**src/rtl/core/bipartite_butterfly_counter_top_defines.svh**
```systemverilog
// Assertion macros for the bipartite butterfly counter.
// Included by the top level only; depends on nothing else.
`ifndef BIPARTITE_BUTTERFLY_COUNTER_TOP_DEFINES_SVH
`define BIPARTITE_BUTTERFLY_COUNTER_TOP_DEFINES_SVH

// Same-cycle implication, checked on every rising edge outside reset.
`define BBC_ASSERT_IMPLY(label, clk_sig, rst_sig, ante, cons) \
  label: assert property (@(posedge clk_sig) disable iff (rst_sig) (ante) |-> (cons)) \
    else $error("bbc: same-cycle check failed");

// Next-cycle implication, checked on every rising edge outside reset.
`define BBC_ASSERT_NEXT(label, clk_sig, rst_sig, ante, cons) \
  label: assert property (@(posedge clk_sig) disable iff (rst_sig) (ante) |=> (cons)) \
    else $error("bbc: next-cycle check failed");

`endif

```
**src/rtl/core/bbc_ram.sv**
```systemverilog
// Generic single-write, single-read RAM with registered read data.
// No dependencies.
module bbc_ram #(
  parameter int WIDTH = 64,
  parameter int DEPTH = 64
) (
  input  logic                     clk,
  input  logic                     wr_en,
  input  logic [$clog2(DEPTH)-1:0] wr_addr,
  input  logic [WIDTH-1:0]         wr_data,
  input  logic [$clog2(DEPTH)-1:0] rd_addr,
  output logic [WIDTH-1:0]         rd_data
);

  logic [WIDTH-1:0] mem [DEPTH];

  always_ff @(posedge clk) begin
    if (wr_en) begin
      mem[wr_addr] <= wr_data;
    end
    rd_data <= mem[rd_addr];
  end

endmodule

```
**config.mk**
```make
export PLATFORM = sky130hd
export DESIGN_NAME = bbc_ram
export DESIGN_NICKNAME = d
export VERILOG_FILES = /design/src/rtl/core/bipartite_butterfly_counter_top_defines.svh /design/src/rtl/core/bbc_ram.sv
export SDC_FILE = /design/constraint.sdc
export NUM_CORES = 2
export LEC_CHECK = 0
export BUFFER_PORTS_ARGS = -buffer_cell sky130_fd_sc_hd__buf_2
export CAP_MARGIN = 25
export CORE_MARGIN = 10
export CORE_UTILIZATION = 30
export CTS_CLUSTER_DIAMETER = 40
export DETAILED_ROUTE_END_ITERATION = 7
export PLACE_DENSITY = 0.5
export SYNTH_ARGS = -nofsm -noshare
export SYNTH_HDL_FRONTEND = slang
export SYNTH_SLANG_ARGS = --single-unit
export TNS_END_PERCENT = 20
```
**constraint.sdc**
```tcl
create_clock -name clk -period 14.5 [get_ports clk]
set_clock_uncertainty 0.2 [all_clocks]
set_input_delay 1.45 -clock clk [delete_from_list [all_inputs] [get_ports clk]]
set_output_delay 1.45 -clock clk [all_outputs]
set_load 0.03 [all_outputs]
```
==> impl_results.md <==
- Post-synth EDFFs: 4,096
- FF-to-FF End: rd_data[28]$_DFF_P_
- Remaining Overflow, GRT: 0
- Pin count of the biggest net entering global routing: 116
- Clk Latency, worst-skew pair: 1040 ps
- # nets final: 7,249
- Total Wirelength: 474,000 um
- CP required: 15,170 ps
- Most area-consuming cells after synthesis: edfxtp_1 (79%), mux4_2 (15%), mux2i_1 (0.86%), dfxtp_1 (0.82%), a22oi_1 (0.81%)
- #FFs+latches synth: 4,160
- Total CTS buffers: 532
- Die ar.: 0.550 mm^2
- Hold Crit Start: wr_data[52]
- Initial antenna violation count: 57
- H-tree levels: 6
- Worst path arrival time: 5900 ps
- Status: finished clean
- Syn nets: 6,676
- Top-count cell post-synth: edfxtp_1
- RR Startpoint: mem[11][28]$_DFFE_PP_
- Vias in the first global route: 77,488
- Final core occ: 35.8%
- CP endpoint: rd_data[19]$_DFF_P_
- Syn Area/Cell: 23.7 um^2
- Share of post-route cells with drive strength above 1: 31.5%
- Peak VDD IR: 0.114 mV
- Hold Fails Final Rpt: 0
- Setup Fix Bufs, Post-CTS: 0
- Final ANT Viol Nets: 0
- Vias: 75,831
- Final TNS setup: 0 ps
- Root buffer cell: clkbuf_16
- Vias per cell: 5.20
- Ys async rst share: 0%
- Pleak: 57.7 nW
- Clock Sinks: 4,160
- Synth top cells by count: edfxtp_1 (4,096), mux4_2 (1,024), buf_2 (170)
- Post_cts resized: 0
- Clock Tree Buf Depth: 4
- DR iter-0 viols: 8,596
- FF+latch area: 0.124 mm^2
- Mapped Cells: 6,598
- Number of hold buffers added after cts: 0
- Synth unique cells: 33
- Global-route wire length before repair: 650,000 um
- Initial Util: 30.1%
- Max-cap viol count: 0
- DIE WIDTH: 742 um
- WL/cell: 32.5 um
- PwrDens: 151 mW/mm^2
- Register area share after synthesis: 79.5%
- FP Rows: 265
- GP Congestion: 0.739
- R2R cell count: 5
- WHS: 451 ps
- IO buf count: 141
- Unrepaired setup endpoints after global routing: false
- Rel. slew slack: 24.4%
- CTS tree: built
- Total power: 28.1 mW
- Top-Level Pins: 142
- Fin crit period: 5240 ps
- CP max FO: 78
- Number of detailed-route iterations in the first pass: 6
- Dpl hpwl: 253,000 um
- Layout area overhead: 19.0%
- Synth Cell Area: 0.156 mm^2
- Type of the worst min-delay path: in2reg
- Core area: 0.520 mm^2
- Worst reg2reg setup slack: 12,270 ps
- Filler instances: 47,390
- Crit Path Category: in2reg
- DIE HEIGHT: 742 um
- Element type at the critical path start: input pin
- Dominant synthesized flop cell: edfxtp_1
- Period utilization: 36.1%
- Top-area cell type share of the netlist area: 78.7%
- Slew @ Worst Pin: 1130 ps
- DR DRC count: 0
- CP endpoint kind: flop
- Max Fclk: 191 MHz
- Critical path startpoint: rd_addr[0]
- Final Max Slew Viols: 0
- Final setup viols: 0
- Yosys warns: 0
- Total Routing Usage GR: 16.7%
- Multi-input combinational cell area: 0.0308 mm^2
- Clk pin slew, worst setup/hold paths: 60 ps
- Biggest area consumer among synthesized cells: edfxtp_1
## state kept, by name, summed over array words and instances, names as in the netlist
name     flops
mem       4096
rd_data     64
## cell families after synthesis
| family | share of synthesized area [%] |
|---|---|
| DFF | 79.5 |
| muxes | 15.6 |
| AOI/OAI and AO/OA | 2.48 |
| buffers and inverters | 1.18 |
| and+or+nand+nor | 1.24 |
## cell type report
type	count	share of cell area [%]
Timing Repair Buffer	409	1.99
Clock inverter	353	2.36
Tap cell	6942	4.67
Sequential cell	4160	66.8
Inverter	19	0.0383
Clock buffer	621	7.52
Multi-Input combinational cell	2049	16.6
Antenna cell	25	0.0336
## where the power goes
| part | internal, mW | total, mW | leakage [nW] | switching (mW) |
|---|---|---|---|---|
| sequential | 13.3 | 13.4 | 37.4 | 0.0620 |
| combinational | 0.435 | 1.21 | 11.5 | 0.773 |
| clock | 8.16 | 13.5 | 8.86 | 5.34 |
## worst min path at each step
stage,to,cells past startpoint
after floorplan,rd_data[61]$_DFF_P_,4
after global placement,rd_data[42]$_DFF_P_,4
after detailed placement,rd_data[62]$_DFF_P_,4
after CTS,mem[16][44]$_DFFE_PP_,1
after global routing,mem[19][52]$_DFFE_PP_,1
final,mem[19][52]$_DFFE_PP_,1
## stage by stage
step	std cells	instance area, um^2	setup WS [ps]
2_1_floorplan	6598	156000	7410
3_3_place_gp	13522	166000	7920
3_5_place_dp	13532	167000	8040
4_1_cts	14506	185000	9150
5_1_grt	14556	186000	8830
6_report	14578	186000	9260
## layer usage
metal | global-route usage [%] | vias up | part of all wire [%]
met5 | 0 | - | 0.012
met4 | 4.83 | 10 | 3.2
met3 | 2.66 | 775 | 6.4
met2 | 27.8 | 2907 | 49
met1 | 22.6 | 42306 | 42
li1 | - | 29833 | -
## critical path: stages
cell      delay (ps)
buf_12           510
buf_4            790
buf_4            830
buf_4            820
mux4_2           610
mux2i_1          210
o22ai_1          110
a41oi_1          280
a211oi_1          70
## placed cells by master, fill, tap and decap left out, drive strengths merged, types with 63 or more instances in the layout
master and n:
a22oi 168, mux4 1024, clkbuf 621, inv 84, buf 409, dfxtp 64, a22o 88, a211oi 63
o22ai 83, nor2 112, mux2i 135, edfxtp 4096, clkinv 187, and3 64
Power figures use the tool's default switching activity.
