File: src/rtl/core/bipartite_butterfly_counter_top_defines.svh
// Assertion macros for the bipartite butterfly counter.
// Included by the top level only; depends on nothing else.
`ifndef BIPARTITE_BUTTERFLY_COUNTER_TOP_DEFINES_SVH
`define BIPARTITE_BUTTERFLY_COUNTER_TOP_DEFINES_SVH

// Same-cycle implication, checked on every rising edge outside reset.
`define BBC_ASSERT_IMPLY(label, clk_sig, rst_sig, ante, cons) \
  label: assert property (@(posedge clk_sig) disable iff (rst_sig) (ante) |-> (cons)) \
    else $error("bbc: same-cycle check failed");

// Next-cycle implication, checked on every rising edge outside reset.
`define BBC_ASSERT_NEXT(label, clk_sig, rst_sig, ante, cons) \
  label: assert property (@(posedge clk_sig) disable iff (rst_sig) (ante) |=> (cons)) \
    else $error("bbc: next-cycle check failed");

`endif

File: src/rtl/core/bbc_pkg.sv
// Shared types, constants and helpers for the bipartite butterfly counter.
// No dependencies; imported by the pair unit, the sequencer, the top level and the testbench.
package bbc_pkg;

  localparam int MAX_LEFT_DEF  = 64;
  localparam int MAX_RIGHT_DEF = 64;

  localparam int VTX_W     = 6;
  localparam int CFG_W     = 7;
  localparam int CFG_IDX_W = 2;
  localparam int COUNT_W   = 22;
  localparam int CHUNK_W   = 32;
  localparam int PC_W      = $clog2(CHUNK_W + 1);

  localparam logic [COUNT_W-1:0]   COUNT_MAX = {COUNT_W{1'b1}};
  localparam logic [CFG_W-1:0]     CFG_RESET = 7'd64;

  localparam logic [CFG_IDX_W-1:0] REG_LEFT_IN_USE  = 2'd0;
  localparam logic [CFG_IDX_W-1:0] REG_RIGHT_IN_USE = 2'd1;

  typedef enum logic [3:0] {
    ST_IDLE,
    ST_EDGE_WR,
    ST_A_ISSUE,
    ST_A_CAPTURE,
    ST_B_ISSUE,
    ST_B_CAPTURE,
    ST_POP,
    ST_TRI,
    ST_ACC,
    ST_FINISH
  } bbc_state_t;

  typedef struct packed {
    logic load_a;
    logic load_pair;
    logic pop_step;
    logic tri_step;
    logic acc_step;
    logic clear_total;
  } pair_ctrl_t;

  function automatic logic [PC_W-1:0] popcount_chunk(input logic [CHUNK_W-1:0] v);
    logic [PC_W-1:0] n;
    n = '0;
    for (int i = 0; i < CHUNK_W; i++) begin
      n = n + PC_W'(v[i]);
    end
    return n;
  endfunction

endpackage

File: src/rtl/core/bbc_pair_unit.sv
// Shared pair unit: chunked popcount of two rows' intersection, C(c,2), saturating sum.
// Depends on bbc_pkg.
module bbc_pair_unit #(
  parameter int MAX_RIGHT = 64
) (
  input  logic                          clk,
  input  logic                          rst,
  input  bbc_pkg::pair_ctrl_t           ctl,
  input  logic [MAX_RIGHT-1:0]          rd_data,
  output logic                          chunk_last,
  output logic [bbc_pkg::COUNT_W-1:0]   total
);
  import bbc_pkg::*;

  localparam int CHUNKS = (MAX_RIGHT + CHUNK_W - 1) / CHUNK_W;
  localparam int PAD_W  = CHUNKS * CHUNK_W;
  localparam int CHW    = (CHUNKS > 1) ? $clog2(CHUNKS) : 1;
  localparam int CW     = $clog2(MAX_RIGHT + 1);

  logic [MAX_RIGHT-1:0] row_a;
  logic [PAD_W-1:0]     and_row;
  logic [CHW-1:0]       chunk;
  logic [CW-1:0]        common;
  logic [2*CW-1:0]      prod;
  logic [COUNT_W:0]     sum;

  assign chunk_last = (chunk == CHW'(CHUNKS - 1));
  assign sum = (COUNT_W+1)'(total) + (COUNT_W+1)'(prod[2*CW-1:1]);

  always_ff @(posedge clk) begin
    if (ctl.load_a) begin
      row_a <= rd_data;
    end
    if (ctl.load_pair) begin
      and_row <= PAD_W'(row_a & rd_data);
      common  <= '0;
      chunk   <= '0;
    end else if (ctl.pop_step) begin
      common  <= common + CW'(popcount_chunk(and_row[CHUNK_W-1:0]));
      and_row <= and_row >> CHUNK_W;
      chunk   <= chunk + CHW'(1);
    end
    if (ctl.tri_step) begin
      if (common == '0) begin
        prod <= '0;
      end else begin
        prod <= (2*CW)'(common) * (2*CW)'(common - CW'(1));
      end
    end
  end

  // Saturate the running total; monotone, so clamping each step equals clamping at the end.
  always_ff @(posedge clk) begin
    if (rst || ctl.clear_total) begin
      total <= '0;
    end else if (ctl.acc_step) begin
      if (sum > (COUNT_W+1)'(COUNT_MAX)) begin
        total <= COUNT_MAX;
      end else begin
        total <= sum[COUNT_W-1:0];
      end
    end
  end

endmodule

File: config.mk
export PLATFORM = sky130hd
export DESIGN_NAME = bbc_pair_unit
export DESIGN_NICKNAME = d
export VERILOG_FILES = /design/src/rtl/core/bipartite_butterfly_counter_top_defines.svh /design/src/rtl/core/bbc_pkg.sv /design/src/rtl/core/bbc_pair_unit.sv
export SDC_FILE = /design/constraint.sdc
export NUM_CORES = 1
export LEC_CHECK = 0
export ABC_AREA = 1
export BUFFER_PORTS_ARGS = -buffer_cell sky130_fd_sc_hd__buf_2
export CORE_MARGIN = 4
export CORE_UTILIZATION = 52
export CTS_CLUSTER_SIZE = 20
export DETAILED_ROUTE_END_ITERATION = 12
export MAX_ROUTING_LAYER = met4
export PLACE_DENSITY = 0.74
export SETUP_SLACK_MARGIN = 0.05
export SYNTH_ARGS = -nofsm -noshare
export SYNTH_HDL_FRONTEND = slang
export SYNTH_SLANG_ARGS = --single-unit
File: constraint.sdc
create_clock -name clk -period 12.31 [get_ports clk]
set_input_delay 0 -clock clk [delete_from_list [all_inputs] [get_ports clk]]
set_output_delay 0 -clock clk [all_outputs]
set_load 0.01 [all_outputs]
==> metrics.md <==
| Metric | Value |
|---|---|
| Status | `finished clean` |
| Main combinational cell family by area after synthesis | `adder cells` |
| ANT nets after route | `0` |
| Critical path endpoint category | `register` |
| Chip Width | `between 100 and 150 um` |
| RSZ-0062 raised after global routing | `no` |
| Synth top area share | `41.3%` |
| Simple-gate area share of the yosys netlist | `between 10% and 20%` |
| Leakage power | `approximately 0.0060 uW` |
| Cell Pwr Density | `between 200 and 250 nW/um^2` |
| Layout area overhead | `20.1%` |
| Fill count | `about 1,600` |
| Layout Nets | `approximately 1,400` |
| Mapped Area | `roughly 10,000 sq um` |
| DR vias | `between 7,000 and 8,000` |
| Max-cap viol count | `0` |
| Drt pass-1 iters | `5` |
| Crit-path max cell delay | `between 500 and 600 ps` |
| Avg WL per Cell | `roughly 14 um` |
| Post-synthesis compound-gate area fraction | `between 3 and 4%` |
| Die Ht | `between 100 and 150 um` |
| Data arrival, critical path | `around 5400 ps` |
| Ant. Diodes | `0` |
| Worst-path cell chain | `inv_1 > ha_1 > inv_1 > ha_1 > or2_2 > fa_1 > fa_1 > inv_1 > fa_1 > inv_1 > fa_1 > inv_1 > ha_1 > a21oi_1 > o21ai_0 > nand2_1 > inv_1 > o21ai_0 > nand2_1 > nand2_1 > a21oi_1` |
| Final worst setup slack | `between 7000 and 8000 ps` |
| CTS tree | `yes` |
| Post-CTS Resized | `0` |
| Clock Skew | `about 22 ps` |
| Mapped Cells | `around 1,100` |
| Slew HR | `about 45%` |
| Min-Delay Path Class | `in2reg` |
| Area contributors post-synth | `edfxtp_1 41%, fa_1 11%, nand2_1 8.9%, ha_1 8.4%, inv_1 7.0%` |
| H-tree Lvls | `4` |
| IO Pins | `95` |
| Peak VDD IR | `between 100 and 150 uV` |
| Worst-margin pin slew | `slightly above 800 ps` |
| Max Freq | `~190 MHz` |
| Fin cells | `approximately 1,500` |
| Routed vias/inst | `around 5` |
| Total CTS buffers | `17` |
| Count leader, synth | `nand2_1` |
| Slew Viols, Final | `0` |
| Final instance area | `12,300 sq um` |
| Final hold violations | `0` |
| Worst setup SP type | `register` |
| Ys flop type | `edfxtp_1` |
| GRT Total Usage | `a little over a fifth` |
| Seq cells post-synth | `171` |
| Post-CTS setup buffers | `0` |
| Clk Latency, worst-skew pair | `around 440 ps` |
| Area leader, netlist | `edfxtp_1` |
| Num Clock Sinks | `roughly 170` |
| DR iter-0 viols | `about 450` |
| First-pass GRT wire length | `between 30,000 and 40,000 um` |
| Period utilization | `between 40% and 50%` |
| Synth Area in XOR/XNOR | `under 10%` |
| Mux cell area share after synthesis | `0%` |
| Post-synthesis sequential area ratio | `between 40% and 50%` |
| Gpl congestion | `around 0.94` |
| Synth Area per Inst | `between 9 and 10 sq um` |
| Dpl ws | `7040 ps` |
| Yosys warnings | `0` |
| Async set-or-reset flop fraction in the synthesized netlist | `0%` |
| DRC viols | `0` |
| Initial core utilization | `between 50 and 60%` |
| Layout cells sized above 1 | `around 13%` |
| Final Setup Violations | `0` |
| Initial antenna violation count | `0` |
| Adder and majority gate portion of the synthesized area | `19.8%` |
| CTS Hold Buffers Added | `between 60 and 70` |
| Clock-pin slew on the worst setup and hold paths | `about 70 ps` |
| Core Area | `approximately 19,000 sq um` |
| Deepest clock path buffer count | `2` |
| PortBufs | `94` |
| Placement row count | `between 50 and 60` |
| Kind of critical path | `reg2reg` |
| Post-detail-place hpwl | `between 10,000 and 15,000 um` |
| Syn Nets | `roughly 1,300` |
| CP max-delay cell | `dfxtp_1` |
| Worst-path fanout max | `9` |
| Largest net degree at the start of global routing | `69` |
| Gr ovfl total | `0` |
| Cell variety after synth | `46` |
| Vias in the first global route | `about 7,600` |
| TNS Setup | `0 ps` |
| Critical Path RT | `12,450 ps` |
| Most frequent CP cell | `inv_1` |
| Number of synthesized flops with an enable pin | `141` |
| Cell Area, Placed | `11,000 sq um` |
| Root buf cell | `clkbuf_16` |
| WL final | `21,200 um` |
| Synth cell count leaders | `242 x nand2_1, 192 x inv_1, 141 x edfxtp_1` |
| DIE AREA | `approximately 22,000 sq um` |
| Shortest period the worst path allows | `5290 ps` |
| Post-Place Cells | `1,408` |
==> layer usage <==
| metal | global-route usage [%] | wire length [um] | vias up |
|---|---|---|---|
| li1 | - | - | 3757 |
| met4 | 4.71 | 196 | 0 |
| met5 | - | 0 | - |
| met1 | 26.7 | 9080 | 3567 |
| met2 | 35.4 | 10900 | 212 |
| met3 | 3.72 | 1070 | 16 |
==> power breakdown <==
| part | switching, uW | internal (uW) | total [uW] |
|---|---|---|---|
| combinational | 966 | 618 | 1580 |
| clock | 259 | 316 | 575 |
| sequential | 44.8 | 729 | 774 |
==> worst max-delay path: cells and delay by family, from the launching register on <==
family,cells,cell delay (ps)
flops,1,550
simple gates,4,560
buf+inv,6,430
fa+ha+maj,7,2910
compound gates,4,550
==> cell usage in the layout (no fill, tap or decap), types with 2 or more instances in the layout <==
cell / synthesis / routed
nand2_1: 242 / 241
inv_1: 192 / 192
edfxtp_1: 141 / 141
nor2_1: 107 / 107
buf_2: 4 / 94
nand3_1: 73 / 73
ha_1: 69 / 69
dlygate4sd3_1: 0 / 66
fa_1: 58 / 58
dfxtp_1: 30 / 30
a21oi_1: 27 / 27
o21ai_0: 21 / 21
clkbuf_16: 0 / 17
nor3_1: 11 / 11
xor2_1: 10 / 10
xnor2_1: 9 / 9
nand4_1: 8 / 8
nand2_2: 5 / 6
o211ai_1: 6 / 6
clkinv_8: 0 / 5
inv_2: 3 / 4
buf_4: 0 / 4
nor2_4: 3 / 3
a31oi_1: 3 / 3
clkinv_4: 0 / 3
inv_8: 0 / 3
or2_2: 2 / 2
nand3_2: 2 / 2
nand3b_1: 2 / 2
a31oi_2: 2 / 2
o32ai_1: 2 / 2
bufinv_16: 0 / 2
==> through the flow <==
stage	hold WS [ps]	util (%)	total power (uW)
detailed placement	195	56.7	2360
global route	36.5	63.4	3270
CTS	12.1	63.4	2960
floorplan	98.9	-	2010
finish	28.0	63.4	2930
global placement	192	56.7	2310
==> path summary, 6_finish.rpt <==
check | start | endpoint | slack, ps | cells after the start
max reg2reg | common[1] | prod[10] | 7020 | 21
max | common[1] | prod[10] | 7020 | 21
min reg2reg | chunk_last | chunk_last | 510 | 2
min | rst | total[14] | 30 | 5
==> sequential cells by signal, indices dropped and copies added (netlist names) <==
| register | count |
|---|---|
| and_row | 64 |
| row_a | 64 |
| total | 22 |
| prod | 13 |
| common | 7 |
| chunk_last | 1 |
==> kinds of logic after synthesis <==
kind of cell | count (synthesis)
buf+inv | 217
flops | 171
fa+ha+maj | 127
compound gates | 68
xor+xnor | 19
simple gates | 463
==> area by class of cell <==
class,count,area [sq um],share of cell area [%]
Clock inverter,15,226,1.84
Inverter,197,742,6.03
Timing Repair Buffer,164,1160,9.44
Clock buffer,17,425,3.46
Tap cell,265,332,2.69
Multi-Input combinational cell,677,4580,37.3
Sequential cell,171,4830,39.3
Note: power is estimated with default switching activity, not from simulation.
