--- config.mk ---
export PLATFORM = sky130hd
export DESIGN_NAME = bbc_ctrl
export DESIGN_NICKNAME = d
export VERILOG_FILES = /design/src/rtl/core/bipartite_butterfly_counter_top_defines.svh /design/src/rtl/core/bbc_pkg.sv /design/src/rtl/core/bbc_ctrl.sv
export SDC_FILE = /design/constraint.sdc
export NUM_CORES = 1
export LEC_CHECK = 0
export ABC_CLOCK_PERIOD_IN_PS = 2660
export BUFFER_PORTS_ARGS = -buffer_cell sky130_fd_sc_hd__buf_2
export CAP_MARGIN = 20
export CORE_ASPECT_RATIO = 0.9
export CORE_MARGIN = 2
export CORE_UTILIZATION = 35
export DETAILED_ROUTE_END_ITERATION = 10
export HOLD_SLACK_MARGIN = 0.15
export PLACE_DENSITY = 0.55
export SETUP_SLACK_MARGIN = 0.3
export SLEW_MARGIN = 5
export SYNTH_ARGS = -nofsm -noshare
export SYNTH_HDL_FRONTEND = slang
export SYNTH_SLANG_ARGS = --single-unit
--- constraint.sdc ---
create_clock -name clk -period 2.66 [get_ports clk]
set_input_delay 0.266 -clock clk [delete_from_list [all_inputs] [get_ports clk]]
set_output_delay 0.266 -clock clk [all_outputs]
set_load 0.005 [all_outputs]
--- src/rtl/core/bipartite_butterfly_counter_top_defines.svh ---
// Assertion macros for the bipartite butterfly counter.
// Included by the top level only; depends on nothing else.
`ifndef BIPARTITE_BUTTERFLY_COUNTER_TOP_DEFINES_SVH
`define BIPARTITE_BUTTERFLY_COUNTER_TOP_DEFINES_SVH

// Same-cycle implication, checked on every rising edge outside reset.
`define BBC_ASSERT_IMPLY(label, clk_sig, rst_sig, ante, cons) \
  label: assert property (@(posedge clk_sig) disable iff (rst_sig) (ante) |-> (cons)) \
    else $error("bbc: same-cycle check failed");

// Next-cycle implication, checked on every rising edge outside reset.
`define BBC_ASSERT_NEXT(label, clk_sig, rst_sig, ante, cons) \
  label: assert property (@(posedge clk_sig) disable iff (rst_sig) (ante) |=> (cons)) \
    else $error("bbc: next-cycle check failed");

`endif

--- src/rtl/core/bbc_pkg.sv ---
// Shared types, constants and helpers for the bipartite butterfly counter.
// No dependencies; imported by the pair unit, the sequencer, the top level and the testbench.
package bbc_pkg;

  localparam int MAX_LEFT_DEF  = 64;
  localparam int MAX_RIGHT_DEF = 64;

  localparam int VTX_W     = 6;
  localparam int CFG_W     = 7;
  localparam int CFG_IDX_W = 2;
  localparam int COUNT_W   = 22;
  localparam int CHUNK_W   = 32;
  localparam int PC_W      = $clog2(CHUNK_W + 1);

  localparam logic [COUNT_W-1:0]   COUNT_MAX = {COUNT_W{1'b1}};
  localparam logic [CFG_W-1:0]     CFG_RESET = 7'd64;

  localparam logic [CFG_IDX_W-1:0] REG_LEFT_IN_USE  = 2'd0;
  localparam logic [CFG_IDX_W-1:0] REG_RIGHT_IN_USE = 2'd1;

  typedef enum logic [3:0] {
    ST_IDLE,
    ST_EDGE_WR,
    ST_A_ISSUE,
    ST_A_CAPTURE,
    ST_B_ISSUE,
    ST_B_CAPTURE,
    ST_POP,
    ST_TRI,
    ST_ACC,
    ST_FINISH
  } bbc_state_t;

  typedef struct packed {
    logic load_a;
    logic load_pair;
    logic pop_step;
    logic tri_step;
    logic acc_step;
    logic clear_total;
  } pair_ctrl_t;

  function automatic logic [PC_W-1:0] popcount_chunk(input logic [CHUNK_W-1:0] v);
    logic [PC_W-1:0] n;
    n = '0;
    for (int i = 0; i < CHUNK_W; i++) begin
      n = n + PC_W'(v[i]);
    end
    return n;
  endfunction

endpackage

--- src/rtl/core/bbc_ctrl.sv ---
// Sequencer: edge loading by read-modify-write, row valid bits, pair sweep control.
// Depends on bbc_pkg.
module bbc_ctrl #(
  parameter int MAX_LEFT  = 64,
  parameter int MAX_RIGHT = 64
) (
  input  logic                          clk,
  input  logic                          rst,
  input  logic                          in_valid,
  output logic                          in_ready,
  input  logic [bbc_pkg::VTX_W-1:0]     left_vertex,
  input  logic [bbc_pkg::VTX_W-1:0]     right_vertex,
  input  logic                          last_edge,
  input  logic [bbc_pkg::CFG_W-1:0]     left_in_use,
  input  logic [bbc_pkg::CFG_W-1:0]     right_in_use,
  output logic                          ram_wr_en,
  output logic [$clog2(MAX_LEFT)-1:0]   ram_wr_addr,
  output logic [MAX_RIGHT-1:0]          ram_wr_data,
  output logic [$clog2(MAX_LEFT)-1:0]   ram_rd_addr,
  input  logic [MAX_RIGHT-1:0]          ram_rd_data,
  output bbc_pkg::pair_ctrl_t           pair_ctl,
  input  logic                          chunk_last,
  input  logic                          res_busy,
  output logic                          res_load,
  output logic                          res_dropped
);
  import bbc_pkg::*;

  localparam int LW = $clog2(MAX_LEFT);
  localparam int RW = $clog2(MAX_RIGHT);
  localparam logic [LW-1:0] LAST_A = LW'(MAX_LEFT - 2);
  localparam logic [LW-1:0] LAST_B = LW'(MAX_LEFT - 1);

  bbc_state_t state, state_next;

  logic [LW-1:0]       lv_q;
  logic [RW-1:0]       rv_q;
  logic                last_q;
  logic [LW-1:0]       ca;
  logic [LW-1:0]       cb;
  logic [MAX_LEFT-1:0] row_valid;
  logic                rd_valid_q;
  logic                dropped;

  logic [LW+VTX_W-1:0] lv_ext;
  logic [RW+VTX_W-1:0] rv_ext;
  logic                in_range;
  logic                accept;
  logic                a_ok, b_ok, a_last, b_last;
  logic [MAX_RIGHT-1:0] base_row;

  assign lv_ext   = {{LW{1'b0}}, left_vertex};
  assign rv_ext   = {{RW{1'b0}}, right_vertex};
  assign in_range = ({1'b0, left_vertex} < left_in_use)
                 && ({3'b000, left_vertex} < 9'(MAX_LEFT))
                 && ({1'b0, right_vertex} < right_in_use)
                 && ({3'b000, right_vertex} < 9'(MAX_RIGHT));
  assign accept   = in_valid && in_ready;

  assign a_ok   = row_valid[ca];
  assign b_ok   = row_valid[cb];
  assign a_last = (ca == LAST_A);
  assign b_last = (cb == LAST_B);

  assign base_row    = rd_valid_q ? ram_rd_data : '0;
  assign ram_wr_addr = lv_q;
  assign ram_wr_data = base_row | ({{(MAX_RIGHT-1){1'b0}}, 1'b1} << rv_q);
  assign res_dropped = dropped;

  // Next state
  always_comb begin
    state_next = state;
    unique case (state)
      ST_IDLE: begin
        if (in_valid) begin
          if (in_range) begin
            state_next = ST_EDGE_WR;
          end else if (last_edge) begin
            state_next = ST_A_ISSUE;
          end
        end
      end
      ST_EDGE_WR:   state_next = last_q ? ST_A_ISSUE : ST_IDLE;
      ST_A_ISSUE: begin
        if (a_ok) begin
          state_next = ST_A_CAPTURE;
        end else if (a_last) begin
          state_next = ST_FINISH;
        end
      end
      ST_A_CAPTURE: state_next = ST_B_ISSUE;
      ST_B_ISSUE: begin
        if (b_ok) begin
          state_next = ST_B_CAPTURE;
        end else if (b_last) begin
          state_next = a_last ? ST_FINISH : ST_A_ISSUE;
        end
      end
      ST_B_CAPTURE: state_next = ST_POP;
      ST_POP:       state_next = chunk_last ? ST_TRI : ST_POP;
      ST_TRI:       state_next = ST_ACC;
      ST_ACC: begin
        if (b_last) begin
          state_next = a_last ? ST_FINISH : ST_A_ISSUE;
        end else begin
          state_next = ST_B_ISSUE;
        end
      end
      ST_FINISH:    state_next = res_busy ? ST_FINISH : ST_IDLE;
      default:      state_next = ST_IDLE;
    endcase
  end

  // Outputs
  always_comb begin
    in_ready    = 1'b0;
    ram_wr_en   = 1'b0;
    ram_rd_addr = ca;
    pair_ctl    = '0;
    res_load    = 1'b0;
    unique case (state)
      ST_IDLE: begin
        in_ready    = 1'b1;
        ram_rd_addr = lv_ext[LW-1:0];
      end
      ST_EDGE_WR:   ram_wr_en = 1'b1;
      ST_A_ISSUE:   ram_rd_addr = ca;
      ST_A_CAPTURE: pair_ctl.load_a = 1'b1;
      ST_B_ISSUE:   ram_rd_addr = cb;
      ST_B_CAPTURE: pair_ctl.load_pair = 1'b1;
      ST_POP:       pair_ctl.pop_step = 1'b1;
      ST_TRI:       pair_ctl.tri_step = 1'b1;
      ST_ACC:       pair_ctl.acc_step = 1'b1;
      ST_FINISH: begin
        res_load             = !res_busy;
        pair_ctl.clear_total = !res_busy;
      end
      default: ;
    endcase
  end

  always_ff @(posedge clk) begin
    if (rst) begin
      state <= ST_IDLE;
    end else begin
      state <= state_next;
    end
  end

  // Edge capture and read-valid tracking
  always_ff @(posedge clk) begin
    rd_valid_q <= row_valid[ram_rd_addr];
    if (accept) begin
      lv_q   <= lv_ext[LW-1:0];
      rv_q   <= rv_ext[RW-1:0];
      last_q <= last_edge;
    end
  end

  // Row valid bits and dropped flag; both drop back to empty once a result is loaded
  always_ff @(posedge clk) begin
    if (rst || res_load) begin
      row_valid <= '0;
      dropped   <= 1'b0;
    end else begin
      if (state == ST_EDGE_WR) begin
        row_valid[lv_q] <= 1'b1;
      end
      if (accept && !in_range) begin
        dropped <= 1'b1;
      end
    end
  end

  // Sweep counters
  always_ff @(posedge clk) begin
    if (rst) begin
      ca <= '0;
      cb <= '0;
    end else begin
      priority case (state)
        ST_IDLE: ca <= '0;
        ST_A_ISSUE: begin
          if (a_ok) begin
            cb <= ca + LW'(1);
          end else if (!a_last) begin
            ca <= ca + LW'(1);
          end
        end
        ST_B_ISSUE, ST_ACC: begin
          if (state == ST_ACC || !b_ok) begin
            if (!b_last) begin
              cb <= cb + LW'(1);
            end else if (!a_last) begin
              ca <= ca + LW'(1);
            end
          end
        end
        default: ;
      endcase
    end
  end

endmodule

==> run summary <==
The flow ran to the end, and the final reports show no timing, DRC or antenna violations. The clock slew at the register clock pins of the worst setup and hold paths is 70 ps. Type of the setup path with the least slack: flop to flop. Cell internal power was estimated by the tool at 3.53 mW. Pin count of the biggest net entering global routing: 66.

Cells fill 47.5% of the core in the end. Summed over all nets, the switching power comes to 2.22 mW. Input and output buffers added on the ports amount to 181. The clock skew was 7.97 ps; the count of antenna-violating nets left after detailed routing was 0. The signal on the critical path passes through mux4_2 -> or3_1 -> nand4_1 -> o211ai_2 -> o311a_4 -> buf_6 -> or4_1 -> o311ai_2.

The antenna diode count was 0. Die area: 20500 sq um. The global routing usage summed across all routing layers is 24.6%.

Of all nets on the critical path, the largest fanout is 8. For the initial core utilization, the log shows 35.4%. The number of clock sinks seen by CTS came out at 95. The standard cell with the maximum stage delay on the critical path was sky130_fd_sc_hd__or4_1.

The actual slew at the worst max-slew pin was 1020 ps; the initial antenna violation count was 0. The number of rows in the core area was 48; the time the final worst path needs with I/O delays and setup was 2590 ps. Setup repair after global routing could not meet its margin everywhere.

In this run switching power makes up 38.6% of total power. In this run the static leakage power is 3.80 nW. The design draws 5.75 mW.

After the first detailed-routing iteration, the DRC count stood at 587. The proportion of power drawn by the clock network is 24.0%, and the routed wire length is 25.6 mm. Global routing finished with a remaining overflow of 0. The worst setup path is captured at a flop. Static timing analysis puts the maximum clock frequency at 386 MHz. Number of slew-limit violations in the final report: 0. The commonest cells after synthesis are sky130_fd_sc_hd__nor2_1 (95), sky130_fd_sc_hd__nand2_1 (94), sky130_fd_sc_hd__dfxtp_1 (82). The top cell type by area accounts for 24.2% of the synthesized area. Prevailing post-synth register cell: sky130_fd_sc_hd__dfxtp_1.

The run gives 38.6 mm as the global-route wire length before repair. The Yosys warning count was 0; the average vias per placed instance was 5.60. STA puts the critical path data required time at 2920 ps. The peak ir drop on the vdd network came out at 0.000378 V. When the netlist entered floorplanning its net count stood at 923.

The async set-or-reset flop fraction in the synthesized netlist works out to 0%. The worst pin sits at a relative slew slack of 31.8%. During I/O placement, the number of pins put on the boundary was 182. On the worst path, the slowest cell contributes a delay of 490 ps. The count of maximum capacitance violations came out at 0. In the final routed layout, each cell accounts on average for 19.8 microns.

The final count of hold timing violations was 0. Dividing the synthesized area by the synthesized cell count gives 8.32 sq um. The number of buffers created by CTS came out at 9. In this run the worst hold path is classified as primary input to flop. From synthesis to final layout, the design area changed by 34.1%. The run gives 30.3% as the sequential cell fraction of total power.

Setup violations remaining at the end of the flow were counted as 0. The clock passes through at most 2 buffers. The leading cell type by number of instances after synthesis was sky130_fd_sc_hd__nor2_1. The pre-CTS worst setup slack is -128 ps, and the proportion of layout cells with a drive suffix above 1 is 35.1%.

The congestion estimate from routability-driven global placement came to 0.950. Total number of vias: 7242. The core region is 19100 sq um. The HPWL after detailed placement is 18.8 mm. For the detailed-router iteration count before antenna repair, the log shows 5.

The tools report the number of global-route vias before repair as 6524. The tree is rooted in a sky130_fd_sc_hd__clkbuf_16. At the end of the flow, the number of nets in the layout was 1148. The number of unique standard cell types used by synthesis was 71.

In this run, synthesis produced a sequential element count of 95. Of all cell types, the one taking the most synthesized area is sky130_fd_sc_hd__dfxtp_1. STA puts the critical path data arrival time at 2850 ps.

Clock latency on the worst-skew pair, taken at its later pin, is 360 ps. STA classifies the critical path startpoint as a flop. The floorplan step set the die width to 151 microns. The share of total power dissipated in combinational logic is 45.7%. For this run, design rule violations remaining after detail routing come to 0. The cell area that synthesis handed to floorplanning was 6770 sq um. Sorting the synthesized cells by area gives the leading types as sky130_fd_sc_hd__dfxtp_1 (24%), sky130_fd_sc_hd__mux4_2 (8.3%), sky130_fd_sc_hd__mux2i_1 (6.7%).

TritonCTS built the clock tree. Yosys mapped a number of flops with a built-in enable equal to 13. From bottom edge to top edge, the die measures 136 microns. The areal power density over the cells is 634 nW/um^2, and the H-tree depth is 3. Synthesis handed over a netlist of 814 instances. The post-route clock period utilization works out to 97.3%. After layout, the worst setup slack is 71.0 ps. The register area share after synthesis was 30.0%; the total negative slack was 0 ps.
[cell type report]
| cell class | instances | area (sq um) |
|---|---|---|
| Fill cell | 1876 | 10000 |
| Multi-Input combinational cell | 631 | 4480 |
| Sequential cell | 95 | 2050 |
| Timing Repair Buffer | 278 | 1840 |
| Tap cell | 250 | 313 |
| Clock buffer | 9 | 225 |
| Inverter | 24 | 90.1 |
| Clock inverter | 7 | 85.1 |
[per-stage QoR]
step	instances	hold slack (ps)	cell area, sq um
final	1294	168	9080
after CTS	1291	162	8980
after global placement	1247	477	8240
after detailed placement	1247	467	8240
after global routing	1294	166	9080
after floorplan	814	365	6790
[power groups by stage]
stage	Clock [mW]	Sequential, mW	Combinational, mW
finish	1.38	1.74	2.63
global route	1.44	1.76	2.80
CTS	1.40	1.74	2.52
detailed placement	0	1.76	2.23
global placement	0	1.76	2.24
floorplan	0	1.68	1.43
[metal layers]
| metal | wire (microns) | track usage, % | up-vias |
|---|---|---|---|
| met3 | 2300 | 5.67 | 44 |
| met1 | 11800 | 35.9 | 3418 |
| li1 | - | - | 3423 |
| met5 | 0 | 0 | - |
| met2 | 10900 | 36.3 | 357 |
| met4 | 600 | 6.65 | 0 |
[timing repair]
action / in CTS / in global routing
setup buffers: 14 / 2
resized for setup: 40 / 13
endpoints found under the hold margin: 12 / 0
pin swaps: 11 / 4
hold buffers: 12 / 0
endpoints found under the setup margin: 17 / 34
gates cloned: 2 / 1
[cells in the final DEF (no fill, tap or decap), drive strengths merged, types with 4 or more instances in the layout]
cell type / instances
and3b: 5
o31ai: 6
nor3: 13
and3: 4
clkbuf: 10
nand3: 27
edfxtp: 13
ha: 13
dlygate4sd3: 12
nor4b: 4
or3: 6
nor3b: 7
nor2: 95
or3b: 5
o22ai: 5
o21ai: 76
mux2: 15
nand2: 94
nor2b: 11
inv: 29
dfxtp: 82
nand2b: 8
nand4: 5
mux2i: 46
buf: 264
mux4: 31
a21o: 4
a21oi: 81
nand3b: 11
a2111oi: 5
[final timing paths]
check | startpoint | endpoint | slack (ps) | cells past startpoint
worst min-delay path | left_vertex[4] | ram_wr_addr[4]$_DFFE_PP_ | 170 | 1
worst max register to register | cb[0]$_SDFFE_PP0P_ | cb[4]$_SDFFE_PP0P_ | 70 | 8
worst max-delay path | cb[0]$_SDFFE_PP0P_ | cb[4]$_SDFFE_PP0P_ | 70 | 8
worst min register to register | res_dropped$_SDFFE_PP0P_ | res_dropped$_SDFFE_PP0P_ | 510 | 2
[state kept, by name (all words and copies together), names as in the netlist]
register	count
ca	6
state	4
cb	6
ram_wr_addr	6
last_q	1
res_dropped	1
rd_valid_q	1
row_valid	64
rv_q	6
[critical path, delay by kind of cell, from the launching register on]
kind | cells | cell delay [ps]
buffers and inverters | 1 | 140
AO/OA/AOI/OAI | 3 | 560
flip-flops | 1 | 370
multiplexers | 1 | 480
AND/OR/NAND/NOR | 3 | 940
[logic make-up after synthesis]
group                      Yosys count  share of synthesized area [%]
AOI/OAI and AO/OA                  210                           18.3
DFF                                 95                           30.0
adders and majority gates           13                           2.40
and+or+nand+nor                    311                           22.3
xor gates and xnor gates             5                          0.647
buffers and inverters               88                           6.30
muxes                               92                           20.1
No activity file was read; power rests on OpenSTA's default activity.
